$ cat src/rtl/adcb_pkg.sv
// Shared types and constants of the adaptive decimating capture buffer.
// Used by the lane and the top level; depends on nothing.
`default_nettype none

package adcb_pkg;

    localparam int DEPTH_DEF       = 1024;
    localparam int SAMPLE_BITS_DEF = 16;
    localparam int MAX_EXP_DEF     = 24;

    localparam int CHANNELS       = 3;
    localparam int PHASE_BITS     = 24;
    localparam int SUM_GUARD      = 24;
    localparam int IDX_BITS       = 10;
    localparam int COUNT_OUT_BITS = 11;
    localparam int EXP_OUT_BITS   = 5;

    typedef enum logic [1:0] {
        CMD_ADD   = 2'd0,
        CMD_CLEAR = 2'd1,
        CMD_READ  = 2'd2
    } t_cmd;

    typedef struct packed {
        logic acc_en;
        logic commit_en;
        logic clear_en;
    } t_lane_ctrl;

endpackage

`default_nettype wire

$ cat src/rtl/adcb_lane.sv
// One channel lane: saturating partial sum, floor shift and clamp of the
// stored value, pair averaging for halving, running min and max. Uses adcb_pkg.
`default_nettype none

module adcb_lane import adcb_pkg::*; #(
    parameter int SAMPLE_BITS = SAMPLE_BITS_DEF,
    parameter int EXP_BITS    = 5
) (
    input  wire logic                          i_clk,
    input  wire logic                          i_rst_n,
    input  wire t_lane_ctrl                    i_ctrl,
    input  wire logic        [EXP_BITS-1:0]    i_exp,
    input  wire logic signed [SAMPLE_BITS-1:0] i_sample,
    input  wire logic signed [SAMPLE_BITS-1:0] i_even,
    input  wire logic signed [SAMPLE_BITS-1:0] i_odd,
    output logic signed      [SAMPLE_BITS-1:0] o_value,
    output logic signed      [SAMPLE_BITS-1:0] o_average,
    output logic signed      [SAMPLE_BITS-1:0] o_min_next,
    output logic signed      [SAMPLE_BITS-1:0] o_max_next
);

    localparam int SUMW = SAMPLE_BITS + SUM_GUARD;
    localparam logic signed [SUMW-1:0] SUM_MAX = {1'b0, {(SUMW-1){1'b1}}};
    localparam logic signed [SUMW-1:0] SUM_MIN = {1'b1, {(SUMW-1){1'b0}}};
    localparam logic signed [SAMPLE_BITS-1:0] S_MAX = {1'b0, {(SAMPLE_BITS-1){1'b1}}};
    localparam logic signed [SAMPLE_BITS-1:0] S_MIN = {1'b1, {(SAMPLE_BITS-1){1'b0}}};
    localparam logic signed [SUMW-1:0] S_MAX_W = SUMW'(S_MAX);
    localparam logic signed [SUMW-1:0] S_MIN_W = SUMW'(S_MIN);

    logic signed [SUMW-1:0]        r_sum;
    logic signed [SUMW-1:0]        n_sum;
    logic signed [SAMPLE_BITS-1:0] r_min;
    logic signed [SAMPLE_BITS-1:0] r_max;
    logic signed [SUMW:0]          sum_ext;
    logic signed [SUMW-1:0]        sum_sat;
    logic signed [SUMW-1:0]        shifted;
    logic signed [SAMPLE_BITS:0]   pair;

    // Saturate the running sum on overflow of its signed width.
    assign sum_ext = (SUMW+1)'(r_sum) + (SUMW+1)'(i_sample);
    assign sum_sat = (sum_ext[SUMW] != sum_ext[SUMW-1]) ?
                     (sum_ext[SUMW] ? SUM_MIN : SUM_MAX) : sum_ext[SUMW-1:0];

    // Arithmetic shift floors; clamp sums left over from before a halving.
    assign shifted = r_sum >>> i_exp;
    always_comb begin
        if (shifted > S_MAX_W) begin
            o_value = S_MAX;
        end else if (shifted < S_MIN_W) begin
            o_value = S_MIN;
        end else begin
            o_value = shifted[SAMPLE_BITS-1:0];
        end
    end

    assign pair      = (SAMPLE_BITS+1)'(i_even) + (SAMPLE_BITS+1)'(i_odd);
    assign o_average = pair[SAMPLE_BITS:1];

    always_comb begin
        n_sum      = r_sum;
        o_min_next = r_min;
        o_max_next = r_max;
        priority if (i_ctrl.clear_en) begin
            n_sum      = '0;
            o_min_next = S_MAX;
            o_max_next = S_MIN;
        end else if (i_ctrl.commit_en) begin
            n_sum = '0;
            if (o_value < r_min) begin
                o_min_next = o_value;
            end
            if (o_value > r_max) begin
                o_max_next = o_value;
            end
        end else if (i_ctrl.acc_en) begin
            n_sum = sum_sat;
        end
    end

    always_ff @(posedge i_clk) begin
        if (!i_rst_n) begin
            r_sum <= '0;
            r_min <= S_MAX;
            r_max <= S_MIN;
        end else begin
            r_sum <= n_sum;
            r_min <= o_min_next;
            r_max <= o_max_next;
        end
    end

endmodule

`default_nettype wire

$ cat config.mk
export PLATFORM = sky130hd
export DESIGN_NAME = adcb_lane
export DESIGN_NICKNAME = d
export VERILOG_FILES = /design/src/rtl/adcb_pkg.sv /design/src/rtl/adcb_lane.sv
export SDC_FILE = /design/constraint.sdc
export NUM_CORES = 1
export LEC_CHECK = 0
export BUFFER_PORTS_ARGS = -buffer_cell sky130_fd_sc_hd__buf_2
export CORE_ASPECT_RATIO = 0.7
export CORE_UTILIZATION = 53
export DETAILED_ROUTE_END_ITERATION = 6
export PLACE_DENSITY = 0.74
export SLEW_MARGIN = 20
export SYNTH_ARGS = -nofsm -noshare
export SYNTH_HDL_FRONTEND = slang
export SYNTH_SLANG_ARGS = --single-unit
export TNS_END_PERCENT = 5
$ cat constraint.sdc
create_clock -name i_clk -period 24.2 [get_ports i_clk]
set_input_delay 4.84 -clock i_clk [delete_from_list [all_inputs] [get_ports i_clk]]
set_output_delay 4.84 -clock i_clk [all_outputs]
set_load 0.05 [all_outputs]
==> results of run 1 <==
==> layer usage <==
| metal | vias to the layer above | GRT usage |
|---|---|---|
| met5 | - | 0 |
| met4 | 0 | 0.0629 |
| met3 | 28 | 0.0684 |
| met2 | 406 | 0.421 |
| met1 | 4427 | 0.440 |
| li1 | 4654 | - |
==> registers in the layout, summed over array words and instances (netlist names) <==
| name | flops |
|---|---|
| r_sum | 40 |
| r_min | 16 |
| r_max | 16 |
==> critical path, stage by stage <==
cell and delay [ns]:
sky130_fd_sc_hd__buf_2 0.73, sky130_fd_sc_hd__clkinv_1 0.81, sky130_fd_sc_hd__o22ai_1 0.38, sky130_fd_sc_hd__a211o_1 0.15, sky130_fd_sc_hd__nand4_1 0.22, sky130_fd_sc_hd__o41ai_2 0.45, sky130_fd_sc_hd__a31oi_1 0.37, sky130_fd_sc_hd__o21ai_0 0.60
sky130_fd_sc_hd__ha_1 0.36, sky130_fd_sc_hd__a21o_1 0.18, sky130_fd_sc_hd__a21o_1 0.17, sky130_fd_sc_hd__a21o_1 0.19, sky130_fd_sc_hd__a41oi_1 0.23, sky130_fd_sc_hd__nor3_1 0.12, sky130_fd_sc_hd__nand4_1 0.15, sky130_fd_sc_hd__a221oi_2 0.06
sky130_fd_sc_hd__o21ai_1 0.14, sky130_fd_sc_hd__o31a_1 0.82, sky130_fd_sc_hd__mux2i_1 0.35, sky130_fd_sc_hd__nand2b_1 0.07, sky130_fd_sc_hd__buf_2 0.21
==> worst max path at each step <==
stage          startpoint        endpoint  slack (ns)  depth (start not counted)
3_3_place_gp     i_exp[3]  o_min_next[15]        8.14                         21
5_1_grt          i_exp[3]   o_min_next[3]        7.29                         21
2_1_floorplan    i_exp[2]  o_max_next[10]        8.07                         20
3_5_place_dp     i_exp[0]  o_min_next[12]        7.93                         22
4_1_cts          i_exp[0]  o_min_next[12]        7.90                         22
6_report         i_exp[3]  o_min_next[12]        7.71                         21
==> cells by family after synthesis <==
family	synth area share
AND/OR/NAND/NOR	0.186
flip-flops	0.152
XOR/XNOR	0.0370
AO/OA/AOI/OAI	0.251
multiplexers	0.188
adder cells (fa/ha/maj)	0.121
buffers and inverters	0.0647
==> placed cells by master, fill, tap and decap left out, drive strengths merged, types with 4 or more instances in the layout <==
cell	count
nor2	138
buf	134
a21oi	124
o21ai	105
nand2	87
ha	86
dfxtp	72
mux2i	69
inv	65
xnor2	34
mux4	34
a21o	31
nand2b	29
mux2	26
o21a	21
nor2b	20
a211oi	18
nand3	17
nor3	15
nand4	15
a31oi	14
and3	10
clkbuf	10
or2	8
o31ai	8
nor4	8
o22ai	6
o21bai	6
xor2	6
or3	5
o31a	5
and2	5
clkinv	5
a211o	4
a21boi	4
a31o	4
a221oi	4
==> stage by stage <==
stage               utilization  area [um^2]  cells  total power, mW  hold slack [ns]
finish                    0.603        10400   1536            0.471            0.494
detailed placement        0.584        10100   1520            0.320            0.484
floorplan                     -         9460   1232            0.280            0.459
global route              0.603        10400   1536            0.494            0.514
global placement          0.584        10100   1520            0.318            0.478
CTS                       0.603        10400   1536            0.469            0.498
==> power breakdown <==
group          total [mW]  internal (mW)  switching, mW
clock               0.150         0.0934         0.0563
sequential          0.128          0.123        0.00502
combinational       0.194         0.0678          0.126
==> cell type report <==
cell class              count  area (um^2)  share of cell area
repair buffers            134          706              0.0676
clock inverters             6         92.6             0.00887
well taps                 231          289              0.0277
flip-flops and latches     72         1440               0.138
clock buffers              10          239              0.0229
inverters                  68          255              0.0244
multi-input cells        1015         7420               0.711
==> reports/qor.yml, run 1 <==
run_status: "completed"
worst_setup_hold_path_clk_slew_ns: 0.06
area_growth_pct: 10.4
synth_area_per_cell_um2: 7.68
pre_cts_ws_ns: 7.93
max-vdd-ir-drop_v: 0.0000333
detail_route.wl_per_cell_um: 17.6
io_pins: 122
synthCells: 1232
synthTopCellsByArea: "sky130_fd_sc_hd__dfxtp_1 15%, sky130_fd_sc_hd__ha_1 11%, sky130_fd_sc_hd__mux2i_1 7.3%"
design.final.nets: 1446
port-buffer-count: 121
full_die_area_um2: 18400
cts-htree-levels: 3
met2_wirelength_um: 10900
synth_area_um2: 9460
gp_routability_congestion: 0.997
final.fill_count: 1636
rr_endpoint: "r_min[12]"
final_max_slew_viol_count: 0
crit_arrival_ns: 11.65
slew_headroom: 0.321
leakage_nw: 4.79
worst_setup_path_end_kind: "output pin"
later_pin_clock_latency_in_the_skew_report_ns: 0.35
dp.final_hpwl_um: 20400
timing.clock.skew_ns: 0.00653
ctsResizeCount: 0
timing_worst_slew_pin_value_ns: 1.02
drt-met1-wl_um: 13300
finalHoldViolations: 0
timing.final.ws_setup_ns: 7.71
max-clock-path-buffers: 2
cp.required_ns: 19.36
rr_worst_depth: 19
yosys-top-cells-count: "138 x sky130_fd_sc_hd__nor2_1, 124 x sky130_fd_sc_hd__a21oi_1, 102 x sky130_fd_sc_hd__o21ai_0"
synth.ff_latch_count: 72
postCtsSetupBuffers: 0
maxCapViolCount: 0
setup_tns_ns: 0
synth_top_area_share: 0.152
vias_in_the_first_global_route: 8413
pwr_density_cell_nw_per_um2: 45.1
total_number_of_vias: 9515
cts.sink_count: 72
antenna_found_initial: 0
routed.top_layer: "met4"
setup_viol_count_final: 0
synth-edff-count: 0
detailedRoute.firstPassIterationCount: 5
yosys.cell_count.top_type: "sky130_fd_sc_hd__nor2_1"
floorplan.initialDensity: 0.546
hold_path.class: "reg -> reg"
grt_first_pass_wirelength_um: 43600
die_width_um: 162
holdCritStartpoint: "r_min[10]"
first_iter_violations: 917
max_freq_ghz: 0.0606
antenna_cells: 0
met3_wirelength_um: 2540
synth.yosys.warnings: 0
worstReg2RegStart: "r_sum[38]"
min_period_over_period: 0.682
placement_rows: 40
drive_gt1_frac: 0.174
synth-seq-area-share: 0.152
worst-path-max-fanout: 54
avgViaCountPerCell: 6.19
end_of_the_worst_hold_path: "r_min[10]"
reg2reg_slack_ns: 17.94
drtAntennaViolNets: 0
timing_worst_setup_path_type: "in -> out"
clock_tree_from_tritoncts: "done"
cts_root_buffer: "sky130_fd_sc_hd__clkbuf_16"
rsz0062_at_grt: "no"
hold_depth: 2
postSynth.topFlopCell: "sky130_fd_sc_hd__dfxtp_1"
synth.lib_cells_used.distinct: 77
route.detailed.drc: 0
hold_buffers: 0
critPathLaunchType: "primary input"
track_usage: 0.293
routed_wl_um: 27100
global_route.overflow_total: 0
synth_async_reset_ratio: 0
grt_max_degree: 70
yosys.area.top_type: "sky130_fd_sc_hd__dfxtp_1"
die_h_um: 114
synth_nets: 1378
core_area_um2: 17300
tritoncts.num_buffers: 9
fin_crit_ns: 16.49
Note: power is estimated with default switching activity, not from simulation.
==> run 2: changes to the inputs <==
--- a/config.mk
+++ b/config.mk
@@ -9,7 +9,7 @@
 export CORE_ASPECT_RATIO = 0.7
 export CORE_UTILIZATION = 53
 export DETAILED_ROUTE_END_ITERATION = 6
-export PLACE_DENSITY = 0.74
+export PLACE_DENSITY = 0.77
 export SLEW_MARGIN = 20
 export SYNTH_ARGS = -nofsm -noshare
 export SYNTH_HDL_FRONTEND = slang
==> constraint.sdc (replaced) <==
create_clock -name i_clk -period 13.8 [get_ports i_clk]
set_input_delay 2.76 -clock i_clk [delete_from_list [all_inputs] [get_ports i_clk]]
set_output_delay 2.76 -clock i_clk [all_outputs]
set_load 0.05 [all_outputs]
==> reports/qor.yml, run 2 (synthesized netlist as in run 1, its figures left out) <==
fin_crit_ns: 12.44
crit_arrival_ns: 9.68
max_freq_ghz: 0.0804
timing.clock.skew_ns: 0.0111
postCtsSetupBuffers: 0
track_usage: 0.299
vias_in_the_first_global_route: 8610
final_max_slew_viol_count: 0
timing_worst_slew_pin_value_ns: 1.12
max-vdd-ir-drop_v: 0.0000558
setup_viol_count_final: 0
global_route.overflow_total: 0
clock_tree_from_tritoncts: "done"
run_status: "completed"
post-route-util: 0.600
worstPathCellList: "buf_4 > mux4_2 > mux4_2 > or3_1 > o31ai_2 > o31ai_1 > nor4_4 > or2_2 > o21ai_0 > ha_1 > a21o_1 > a21o_1 > a21o_1 > a41oi_1 > nor3_1 > nand4_1 > a221oi_2 > o21ai_1 > o31a_1 > mux2i_1 > nand2b_1 > buf_2"
detailedRoute.firstPassIterationCount: 6
critical-path-slowest-cell: "sky130_fd_sc_hd__o31a_1"
critPathLaunchType: "primary input"
worst_setup_path_end_kind: "output pin"
io_pins: 122
total_number_of_vias: 9629
first_iter_violations: 965
hold_path.class: "reg -> reg"
cts-htree-levels: 3
reg2reg_slack_ns: 7.34
critical-path-top-cell-by-count: "sky130_fd_sc_hd__a21o_1"
placement_rows: 40
power.total_uw: 807
grt_first_pass_wirelength_um: 44200
die_width_um: 162
cp.required_ns: 11.04
avgViaCountPerCell: 6.29
cp_slowest_stage_delay_ns: 0.89
detail_route.wl_per_cell_um: 18.2
gp_routability_congestion: 0.999
largest-register: "r_sum"
slew_headroom: 0.256
top_regs: "r_sum x40, r_max x16, r_min x16"
timing_worst_setup_path_type: "in -> out"
largest_register_ff_count: 40
leading_cell_type_in_the_layout_fill_and_taps_excluded: "sky130_fd_sc_hd__nor2_1"
setup_tns_ns: 0
antenna_cells: 0
later_pin_clock_latency_in_the_skew_report_ns: 0.35
port-buffer-count: 121
routed_wl_um: 27800
floorplan.initialDensity: 0.546
min_period_over_period: 0.902
route.detailed.drc: 0
ctsResizeCount: 0
drive_gt1_frac: 0.171
tritoncts.num_buffers: 9
cts.sink_count: 72
seqCellArea_um2: 1440
antenna_found_initial: 0
grt_max_degree: 70
area_growth_pct: 9.80
die_h_um: 114
final.fill_count: 1615
finalHoldViolations: 0
worst_setup_hold_path_clk_slew_ns: 0.06
leakage_nw: 4.75
full_die_area_um2: 18400
max-clock-path-buffers: 2
rsz0062_at_grt: "no"
core_area_um2: 17300
pwr_density_cell_nw_per_um2: 77.7
worst-path-max-fanout: 69
cts_root_buffer: "sky130_fd_sc_hd__clkbuf_16"
multi_input_area_um2: 7440
design.final.nets: 1441
dp.final_hpwl_um: 21000
hold_buffers: 0
layout.cells.most_common_list: "137 x sky130_fd_sc_hd__nor2_1, 124 x sky130_fd_sc_hd__a21oi_1, 120 x sky130_fd_sc_hd__buf_2, 102 x sky130_fd_sc_hd__o21ai_0, 87 x sky130_fd_sc_hd__nand2_1"
drtAntennaViolNets: 0
maxCapViolCount: 0
run 2: report_power, final:
group | internal [mW] | total [mW] | switching, mW
Clock | 0.141 | 0.242 | 0.101
Combinational | 0.118 | 0.341 | 0.223
Sequential | 0.215 | 0.224 | 0.00965
Total | 0.474 | 0.807 | 0.333
run 2: path summary, 6_finish.rpt:
| kind | startpoint | end | depth (start not counted) |
|---|---|---|---|
| worst max register to register | r_sum[29] | r_min[11] | 20 |
| worst min register to register | r_min[8] | r_min[8] | 2 |
| worst min-delay path | r_min[8] | r_min[8] | 2 |
| worst max-delay path | i_exp[0] | o_min_next[1] | 22 |
run 2: final cells by class:
class,instances,area share
Tap cell,231,0.0278
Clock buffer,10,0.0220
Inverter,68,0.0246
Clock inverter,6,0.00662
Timing Repair Buffer,129,0.0643
Sequential cell,72,0.139
Multi-Input combinational cell,1015,0.716
run 2: critical path: cells and delay by family:
kind	cells	cell delay, ns
muxes	3	1.45
adders and majority gates	1	0.41
and+or+nand+nor	6	1.33
buffers and inverters	2	1.01
AOI/OAI and AO/OA	10	2.70
run 2: metal layers:
layer / wire length [um] / vias up / global-route usage
li1: - / 4639 / -
met2: 11300 / 465 / 0.439
met5: 34 / - / 0.0160
met1: 13300 / 4482 / 0.438
met3: 2890 / 41 / 0.0749
met4: 327 / 2 / 0.0635
run 2: metrics by stage:
step | cell area (um^2) | hold slack [ns] | worst slack [ns] | cells
floorplan | 9460 | 0.459 | 1.83 | 1232
global placement | 10100 | 0.474 | 1.64 | 1515
detailed placement | 10100 | 0.482 | 1.57 | 1515
CTS | 10400 | 0.497 | 1.55 | 1531
finish | 10400 | 0.492 | 1.36 | 1531
global route | 10400 | 0.507 | 1.01 | 1531
==> run 3: changes to the inputs <==
--- a/config.mk
+++ b/config.mk
@@ -5,11 +5,12 @@
 export SDC_FILE = /design/constraint.sdc
 export NUM_CORES = 1
 export LEC_CHECK = 0
+export ABC_AREA = 1
 export BUFFER_PORTS_ARGS = -buffer_cell sky130_fd_sc_hd__buf_2
 export CORE_ASPECT_RATIO = 0.7
 export CORE_UTILIZATION = 53
 export DETAILED_ROUTE_END_ITERATION = 6
-export PLACE_DENSITY = 0.77
+export PLACE_DENSITY = 0.82
 export SLEW_MARGIN = 20
 export SYNTH_ARGS = -nofsm -noshare
 export SYNTH_HDL_FRONTEND = slang
==> reports/qor.yml, run 3 <==
top_regs: "r_sum x40, r_max x16, r_min x16"
io_pins: 122
synthCells: 1404
detail_route.wl_per_cell_um: 15.8
postCtsSetupBuffers: 0
synth.yosys.warnings: 0
synth-edff-count: 0
critical-path-slowest-cell: "sky130_fd_sc_hd__clkinv_1"
final_max_slew_viol_count: 0
synth.lib_cells_used.distinct: 49
hold_path.class: "reg -> reg"
layout.cells.most_common_list: "292 x sky130_fd_sc_hd__nand2_1, 172 x sky130_fd_sc_hd__nand3_1, 143 x sky130_fd_sc_hd__inv_1, 130 x sky130_fd_sc_hd__nor2_1, 128 x sky130_fd_sc_hd__a21oi_1"
pre_cts_ws_ns: 1.49
area_growth_pct: 11.1
pwr_density_cell_nw_per_um2: 113
timing.clock.skew_ns: 0.0121
clock_tree_from_tritoncts: "done"
grt_first_pass_wirelength_um: 43700
fin_crit_ns: 12.15
max-vdd-ir-drop_v: 0.0000896
drive_gt1_frac: 0.113
timing_worst_setup_path_type: "in -> out"
final.fill_count: 1536
avgViaCountPerCell: 5.88
synth-seq-area-share: 0.166
later_pin_clock_latency_in_the_skew_report_ns: 0.35
full_die_area_um2: 16900
route.detailed.drc: 0
dp.final_hpwl_um: 21200
grt_max_degree: 45
ctsResizeCount: 0
routed_wl_um: 26800
core_area_um2: 15700
detailedRoute.firstPassIterationCount: 5
largest_register_ff_count: 40
antenna_cells: 0
die_width_um: 155
vias_in_the_first_global_route: 9037
port-buffer-count: 121
setup_tns_ns: 0
cts_root_buffer: "sky130_fd_sc_hd__clkbuf_16"
max-clock-path-buffers: 2
design.final.nets: 1620
drtAntennaViolNets: 0
critical-path-top-cell-by-count: "sky130_fd_sc_hd__nand2_1"
slew_headroom: 0.339
hold_buffers: 0
postSynth.topFlopCell: "sky130_fd_sc_hd__dfxtp_1"
yosys.area.top_type: "sky130_fd_sc_hd__dfxtp_1"
run_status: "completed"
global_route.overflow_total: 0
min_period_over_period: 0.880
max_freq_ghz: 0.0823
yosys.cell_count.top_type: "sky130_fd_sc_hd__nand2_1"
tritoncts.num_buffers: 9
cp_slowest_stage_delay_ns: 1.00
synthTopCellsByArea: "sky130_fd_sc_hd__dfxtp_1 17%, sky130_fd_sc_hd__nand2_1 13%, sky130_fd_sc_hd__ha_1 12%"
synth_top_area_share: 0.166
antenna_found_initial: 0
seqCellArea_um2: 1440
placement_rows: 38
track_usage: 0.322
floorplan.initialDensity: 0.550
synth_area_um2: 8660
largest-register: "r_sum"
cts-htree-levels: 3
leakage_nw: 4.69
setup_viol_count_final: 0
crit_arrival_ns: 9.39
rsz0062_at_grt: "no"
synth.ff_latch_count: 72
worst_setup_hold_path_clk_slew_ns: 0.06
synth_async_reset_ratio: 0
finalHoldViolations: 0
total_number_of_vias: 9992
die_h_um: 109
yosys-top-cells-count: "292 x sky130_fd_sc_hd__nand2_1, 172 x sky130_fd_sc_hd__nand3_1, 144 x sky130_fd_sc_hd__inv_1"
gp_routability_congestion: 0.967
hold_ws_ns: 0.496
synth_nets: 1550
cts.sink_count: 72
maxCapViolCount: 0
synth_area_per_cell_um2: 6.17
first_iter_violations: 970
worst-path-max-fanout: 40
timing.final.ws_setup_ns: 1.65
critPathLaunchType: "primary input"
leading_cell_type_in_the_layout_fill_and_taps_excluded: "sky130_fd_sc_hd__nand2_1"
multi_input_area_um2: 6380
worst_setup_path_end_kind: "output pin"
timing_worst_slew_pin_value_ns: 0.986
cp.required_ns: 11.04
==> run 3: cell count changes after synthesis, sizes merged, moves of 30 or more <==
cell    change
a21o       -30
mux4       -34
a221oi     +35
nand2     +209
mux2i      -64
nand3     +157
inv        +82
==> run 3: metal layers <==
layer	GRT usage	vias to the layer above	part of all wire
li1	-	4975	-
met1	0.470	4566	0.49
met2	0.478	418	0.40
met3	0.0771	33	0.10
met4	0.0587	0	0.010
met5	0	-	0
==> run 3: power breakdown <==
group	switching [mW]	total, mW	leakage, nW	internal [mW]
Combinational	0.423	0.585	3.95	0.162
Clock	0.106	0.266	0.153	0.160
Sequential	0.0127	0.239	0.586	0.226
Total	0.541	1.09	4.69	0.549
==> run 3: critical path: cells and delay by family <==
kind | cells | cell delay (ns)
buffers and inverters | 7 | 2.76
and+or+nand+nor | 15 | 2.34
AOI/OAI and AO/OA | 5 | 1.08
adders and majority gates | 1 | 0.31
xor gates and xnor gates | 1 | 0.11
==> run 3: kinds of logic (layout without fill, tap and decap cells) <==
group | Yosys count | after routing | synth area share
compound gates | 322 | 322 | 0.224
fa+ha+maj | 88 | 88 | 0.129
simple gates | 647 | 647 | 0.322
flops | 72 | 72 | 0.166
xor+xnor | 54 | 54 | 0.0546
mux | 5 | 5 | 0.00578
buf+inv | 216 | 291 | 0.0985
==> run 3: worst paths after layout <==
| kind | startpoint | to | slack (ns) | depth (start not counted) |
|---|---|---|---|---|
| max | i_exp[2] | o_max_next[14] | 1.65 | 29 |
| min reg2reg | r_min[14] | r_min[14] | 0.50 | 2 |
| min | r_min[14] | r_min[14] | 0.50 | 2 |
| max reg2reg | r_sum[39] | r_max[15] | 7.89 | 29 |
==> run 3: area by class of cell <==
cell class | count | area share
clock inverters | 7 | 0.0105
flip-flops and latches | 72 | 0.150
well taps | 220 | 0.0286
multi-input cells | 1116 | 0.663
repair buffers | 126 | 0.0668
clock buffers | 9 | 0.0234
inverters | 149 | 0.0581
==> run 3: stage by stage <==
stage / util / area (um^2) / power (mW) / std cells
global placement: 0.590 / 9290 / 0.809 / 1683
detailed placement: 0.590 / 9290 / 0.815 / 1683
global route: 0.611 / 9620 / 1.15 / 1699
finish: 0.611 / 9620 / 1.09 / 1699
floorplan: - / 8660 / 0.705 / 1404
CTS: 0.611 / 9620 / 1.08 / 1699
